File: src/design/euq_pkg.sv
// Shared constants and types for the Euler-angle to quaternion pipeline.
`default_nettype none
package euq_pkg;
    localparam int CORDIC_STEPS = 16;
    localparam int ATAN_ENTRIES = 24;
    localparam int CORDIC_N = (CORDIC_STEPS > ATAN_ENTRIES) ? ATAN_ENTRIES : CORDIC_STEPS;
    localparam int ZW = 34;
    localparam int CSW = 19;
    localparam int P2W = 2 * CSW;
    localparam int P3W = 3 * CSW;
    localparam int SUMW = P3W + 1;
    localparam int RNDW = SUMW - 31;
    localparam int LATENCY = CORDIC_N + 5;

    typedef logic signed [ZW-1:0] cword_t;
    typedef logic signed [CSW-1:0] cs_t;

    localparam cword_t CORDIC_GAIN = 34'sd652032874;
    localparam cword_t HALF_PI = 34'sd1686629713;
    localparam cword_t PI_VAL = 34'sd3373259426;
    localparam logic signed [15:0] Q14_ONE = 16'sd16384;

    localparam cword_t ATAN_Q30 [ATAN_ENTRIES] = '{
        34'h03243F6A8, 34'h01DAC6705, 34'h00FADBAFC, 34'h007F56EA6, 34'h003FEAB76,
        34'h001FFD55B, 34'h000FFFAAA, 34'h0007FFF55, 34'h0003FFFEA, 34'h0001FFFFD,
        34'h0000FFFFF, 34'h00007FFFF, 34'h00003FFFF, 34'h00001FFFF, 34'h00000FFFF,
        34'h000007FFF, 34'h000003FFF, 34'h000001FFF, 34'h000000FFF, 34'h0000007FF,
        34'h0000003FF, 34'h0000001FF, 34'h0000000FF, 34'h00000007F
    };
endpackage
`default_nettype wire

File: src/design/euq_half_cos_sin.sv
// Pipelined CORDIC giving cosine and sine of half of one Q3.13 angle.
`default_nettype none
module euq_half_cos_sin (
    input  wire logic                 clk,
    input  wire logic                 en,
    input  wire logic signed [15:0]   angle,
    output logic signed [euq_pkg::CSW-1:0] cos_q15,
    output logic signed [euq_pkg::CSW-1:0] sin_q15
);
    localparam int N = euq_pkg::CORDIC_N;

    euq_pkg::cword_t z_reg [N+1];
    euq_pkg::cword_t x_reg [N+1];
    euq_pkg::cword_t y_reg [N+1];
    logic            flip_reg [N+1];
    euq_pkg::cword_t z_next;
    euq_pkg::cword_t x_rnd;
    euq_pkg::cword_t y_rnd;
    logic            flip_next;
    euq_pkg::cs_t    cos_next;
    euq_pkg::cs_t    sin_next;
    euq_pkg::cs_t    cos_reg;
    euq_pkg::cs_t    sin_reg;

    always_comb
    begin
        z_next = {{(euq_pkg::ZW-32){angle[15]}}, angle, 16'b0};
        flip_next = 1'b0;
        if (z_next > euq_pkg::HALF_PI)
        begin
            z_next = z_next - euq_pkg::PI_VAL;
            flip_next = 1'b1;
        end
        else if (z_next < -euq_pkg::HALF_PI)
        begin
            z_next = z_next + euq_pkg::PI_VAL;
            flip_next = 1'b1;
        end
    end

    always_ff @(posedge clk)
    begin
        if (en)
        begin
            z_reg[0] <= z_next;
            x_reg[0] <= euq_pkg::CORDIC_GAIN;
            y_reg[0] <= '0;
            flip_reg[0] <= flip_next;
        end
    end

    for (genvar i = 0; i < N; i++)
    begin : g_iter
        always_ff @(posedge clk)
        begin
            if (en)
            begin
                flip_reg[i+1] <= flip_reg[i];
                if (!z_reg[i][euq_pkg::ZW-1])
                begin
                    x_reg[i+1] <= x_reg[i] - (y_reg[i] >>> i);
                    y_reg[i+1] <= y_reg[i] + (x_reg[i] >>> i);
                    z_reg[i+1] <= z_reg[i] - euq_pkg::ATAN_Q30[i];
                end
                else
                begin
                    x_reg[i+1] <= x_reg[i] + (y_reg[i] >>> i);
                    y_reg[i+1] <= y_reg[i] - (x_reg[i] >>> i);
                    z_reg[i+1] <= z_reg[i] + euq_pkg::ATAN_Q30[i];
                end
            end
        end
    end

    always_comb
    begin
        x_rnd = (x_reg[N] + euq_pkg::ZW'(16384)) >>> 15;
        y_rnd = (y_reg[N] + euq_pkg::ZW'(16384)) >>> 15;
        cos_next = x_rnd[euq_pkg::CSW-1:0];
        sin_next = y_rnd[euq_pkg::CSW-1:0];
        if (flip_reg[N])
        begin
            cos_next = -cos_next;
            sin_next = -sin_next;
        end
    end

    always_ff @(posedge clk)
    begin
        if (en)
        begin
            cos_reg <= cos_next;
            sin_reg <= sin_next;
        end
    end

    assign cos_q15 = cos_reg;
    assign sin_q15 = sin_reg;
endmodule
`default_nettype wire

File: config.mk
export PLATFORM = sky130hd
export DESIGN_NAME = euq_half_cos_sin
export DESIGN_NICKNAME = d
export VERILOG_FILES = /design/src/design/euq_pkg.sv /design/src/design/euq_half_cos_sin.sv
export SDC_FILE = /design/constraint.sdc
export NUM_CORES = 2
export LEC_CHECK = 0
export BUFFER_PORTS_ARGS = -buffer_cell sky130_fd_sc_hd__buf_2
export CORE_MARGIN = 8
export CORE_UTILIZATION = 50
export CTS_BUF_LIST = sky130_fd_sc_hd__clkbuf_4
export DETAILED_ROUTE_END_ITERATION = 10
export PLACE_DENSITY = 0.68
export SLEW_MARGIN = 20
export SYNTH_ARGS = -nofsm -noshare
export SYNTH_HDL_FRONTEND = slang
export SYNTH_SLANG_ARGS = --single-unit
File: constraint.sdc
create_clock -name clk -period 5.4 [get_ports clk]
set_clock_uncertainty 0.1 [all_clocks]
set_input_delay 0.81 -clock clk [delete_from_list [all_inputs] [get_ports clk]]
set_output_delay 0.81 -clock clk [all_outputs]
set_load 0.03 [all_outputs]
==> results.sh <==
export IMPL_clk_pin_slew_ns=0.07
export IMPL_setup_viol=0
export IMPL_drv_slew=0
export IMPL_synth_top_flop_cell="edfxtp_1"
export IMPL_cts_inserted_buffers=409
export IMPL_min_period_ns=5.16
export IMPL_first_pass_iters=6
export IMPL_clk_latency_ns=1.37
export IMPL_wl_per_cell_um=18.0
export IMPL_ys_top_cells_by_count="edfxtp_1 (1503), ha_1 (1430), a21oi_1 (1314)"
export IMPL_synthDistinctLibCells=96
export IMPL_grt_ovfl_total=0
export IMPL_slew_headroom=0.317
export IMPL_synth_edf_count=1503
export IMPL_gp_congestion=0.944
export IMPL_async_reset_ff_frac=0
export IMPL_path_cells="or4_4 > or3_4 > or4b_1 > or3_4 > nand2_1 > xor2_1 > ha_1 > and4_1 > nand4_1 > o32ai_1 > a211oi_1 > o41ai_1 > a41o_1 > a2111oi_2 > buf_4 > o211ai_1 > a21oi_1 > xnor2_1"
export IMPL_grt_pass1_wl_um=510000
export IMPL_totalWireLength_um=319000
export IMPL_drt_iter0_drc=7403
export IMPL_setup_tns_ns=0
export IMPL_syn_nets=15000
export IMPL_yosysMostFrequentCell="edfxtp_1"
export IMPL_cp_required_ns=6.37
export IMPL_critPathCaptureType="register"
export IMPL_numPlacedInstances=16900
export IMPL_max_stage_delay_ns=0.56
export IMPL_critPathArrivalTime_ns=6.12
export IMPL_fin_cells=17700
export IMPL_holdPathStages=0
export IMPL_syn_avg_cell_area_um2=9.53
export IMPL_cts_tree="built"
export IMPL_netlist_instances=13500
export IMPL_cap_violations=0
export IMPL_largest_register_ffs=497
export IMPL_htreeDepth=5
export IMPL_ff2ff_path_depth=18
export IMPL_synthTopCellsByArea="edfxtp_1 (35%), ha_1 (14%), xnor2_1 (8.6%)"
export IMPL_synth_top_cell_by_area="edfxtp_1"
export IMPL_yosysWarnings=0
export IMPL_worstSetupPathType="reg2reg"
export IMPL_ctsLongestPathBuffers=4
export IMPL_hold_path_class="reg2reg"
export IMPL_fp_dieW_um=523
export IMPL_r2r_start="x_reg[9][10]$_DFFE_PP_"
export IMPL_io_pins=56
export IMPL_drive_gt1_frac=0.0800
export IMPL_setup_ws_ns=0.243
export IMPL_portBuffers=55
export IMPL_cp_max_fo=4
export IMPL_drc_errors=0
export IMPL_min_period_over_period=0.955
export IMPL_post_dp_hpwl_um=250000
export IMPL_final_antenna_net_count=0
export IMPL_area_growth_pct=8.88
export IMPL_fin_nets=15500
export IMPL_tightest_slew_ns=1.01
export IMPL_initial_core_util=0.502
export IMPL_grt_usage=0.224
export IMPL_outcome="finished clean"
export IMPL_slowest_stage="or4_4"
export IMPL_setup_worst_path_start_class="register"
export IMPL_hold_ws_ns=0.287
export IMPL_row_count=186
export IMPL_rrSetupSlack_ns=0.24
export IMPL_hp_start="flip_reg[0][7]$_DFFE_PP_"
export IMPL_dp_slack_ns=-0.00894
export IMPL_vias=103000
export IMPL_root_buffer="clkbuf_4"
export IMPL_clock_fmax_ghz=0.194
export IMPL_clock_sinks=1503
export IMPL_post_drt_via_cell_ratio=5.81
export IMPL_dieHeight_um=523
export IMPL_hold_path_endpoint="flip_reg[0][8]$_DFFE_PP_"
export IMPL_synth_top_area_frac=0.351
export IMPL_core_area_um2=256000
export IMPL_grt_pass1_vias=97000
export IMPL_path_buf_inv=1
export IMPL_die_area_um2=274000
export IMPL_antenna_found_initial=5
export IMPL_seq_area_frac_synth=0.351
export IMPL_rr_endpoint="y_reg[10][30]$_DFFE_PP_"
export IMPL_hold_viol_final=0
export IMPL_critical_path_most_common_cell="or3_4"
export IMPL_netlist_area_um2=129000
export IMPL_synth_seq_cells=1503
export IMPL_grt_max_degree=185
export IMPL_fillCellCount=23300
export IMPL_path_delay_family="simple AND/OR/NAND/NOR gates"
[metrics by stage]
step,instance area (um^2),utilization
after floorplan,129000,-
after global placement,134000,0.524
after detailed placement,134000,0.524
after CTS,140000,0.545
after global routing,140000,0.546
final,140000,0.546
[worst register-to-register path, stage by stage (launching register included)]
cell and delay (ns):
edfxtp_1 0.40, or4_4 0.56, or3_4 0.37, or4b_1 0.54, or3_4 0.38, nand2_1 0.10
xor2_1 0.16, ha_1 0.29, and4_1 0.20, nand4_1 0.16, o32ai_1 0.10, a211oi_1 0.24
o41ai_1 0.16, a41o_1 0.31, a2111oi_2 0.32, buf_4 0.19, o211ai_1 0.08, a21oi_1 0.19
xnor2_1 0.08
[cells by family after synthesis]
logic type,synth area share
AO/OA/AOI/OAI,0.207
AND/OR/NAND/NOR,0.134
XOR/XNOR,0.128
flip-flops,0.351
adder cells (fa/ha/maj),0.146
buffers and inverters,0.0244
multiplexers,0.00974
[repair_timing]
item                                   in CTS  in global routing
hold buffers                               29                  0
buffers inserted                            0                  4
endpoints found under the hold margin     139                  0
setup endpoints to repair                   0                 46
resized for setup                           0                 34
[layout by cell type, fill, tap and decap left out, drive strengths merged, types with 103 or more instances in the layout]
cell type	count
xnor2	1263
nor2b	202
o21ai	730
a21oi	1314
buf	312
a211oi	131
clkbuf	553
ha	1430
nor3	332
nor2	1037
nand3	262
xor2	620
a31oi	159
o21bai	160
inv	605
a21o	681
o31ai	144
nand2	743
o21a	183
clkinv	143
edfxtp	1503
and3	151
nand2b	203
nand4	103
[routing by layer]
metal  up-vias  GRT usage  share of wire
met5         -          0       0.000097
met2      2592      0.388           0.47
met1     47900      0.294           0.44
li1      51700          -              -
met4         4     0.0724          0.031
met3       594     0.0254          0.052
[cell type report]
cell class	count	area, um^2	share of cell area
diodes	2	5.00	0.0000357
clock buffers	553	4150	0.0296
clock inverters	169	1070	0.00763
inverters	597	2240	0.0160
multi-input cells	11200	80600	0.575
flip-flops and latches	1503	45100	0.322
well taps	3384	4230	0.0302
repair buffers	341	2680	0.0192
[how the worst max path moves through the flow]
stage	slack [ns]	end	startpoint	depth (start not counted)
2_1_floorplan	-0.004	x_reg[9][33]$_DFFE_PP_	en	16
3_3_place_gp	0.03	x_reg[10][31]$_DFFE_PP_	en	17
3_5_place_dp	-0.009	x_reg[10][31]$_DFFE_PP_	en	17
4_1_cts	0.11	x_reg[5][31]$_DFFE_PP_	y_reg[4][4]$_DFFE_PP_	21
5_1_grt	-0.08	x_reg[10][31]$_DFFE_PP_	y_reg[9][15]$_DFFE_PP_	20
6_report	0.24	y_reg[10][30]$_DFFE_PP_	x_reg[9][10]$_DFFE_PP_	18
Power is not shown: default switching activity piles up to over one toggle a cycle in this logic, so the estimate is an artifact.
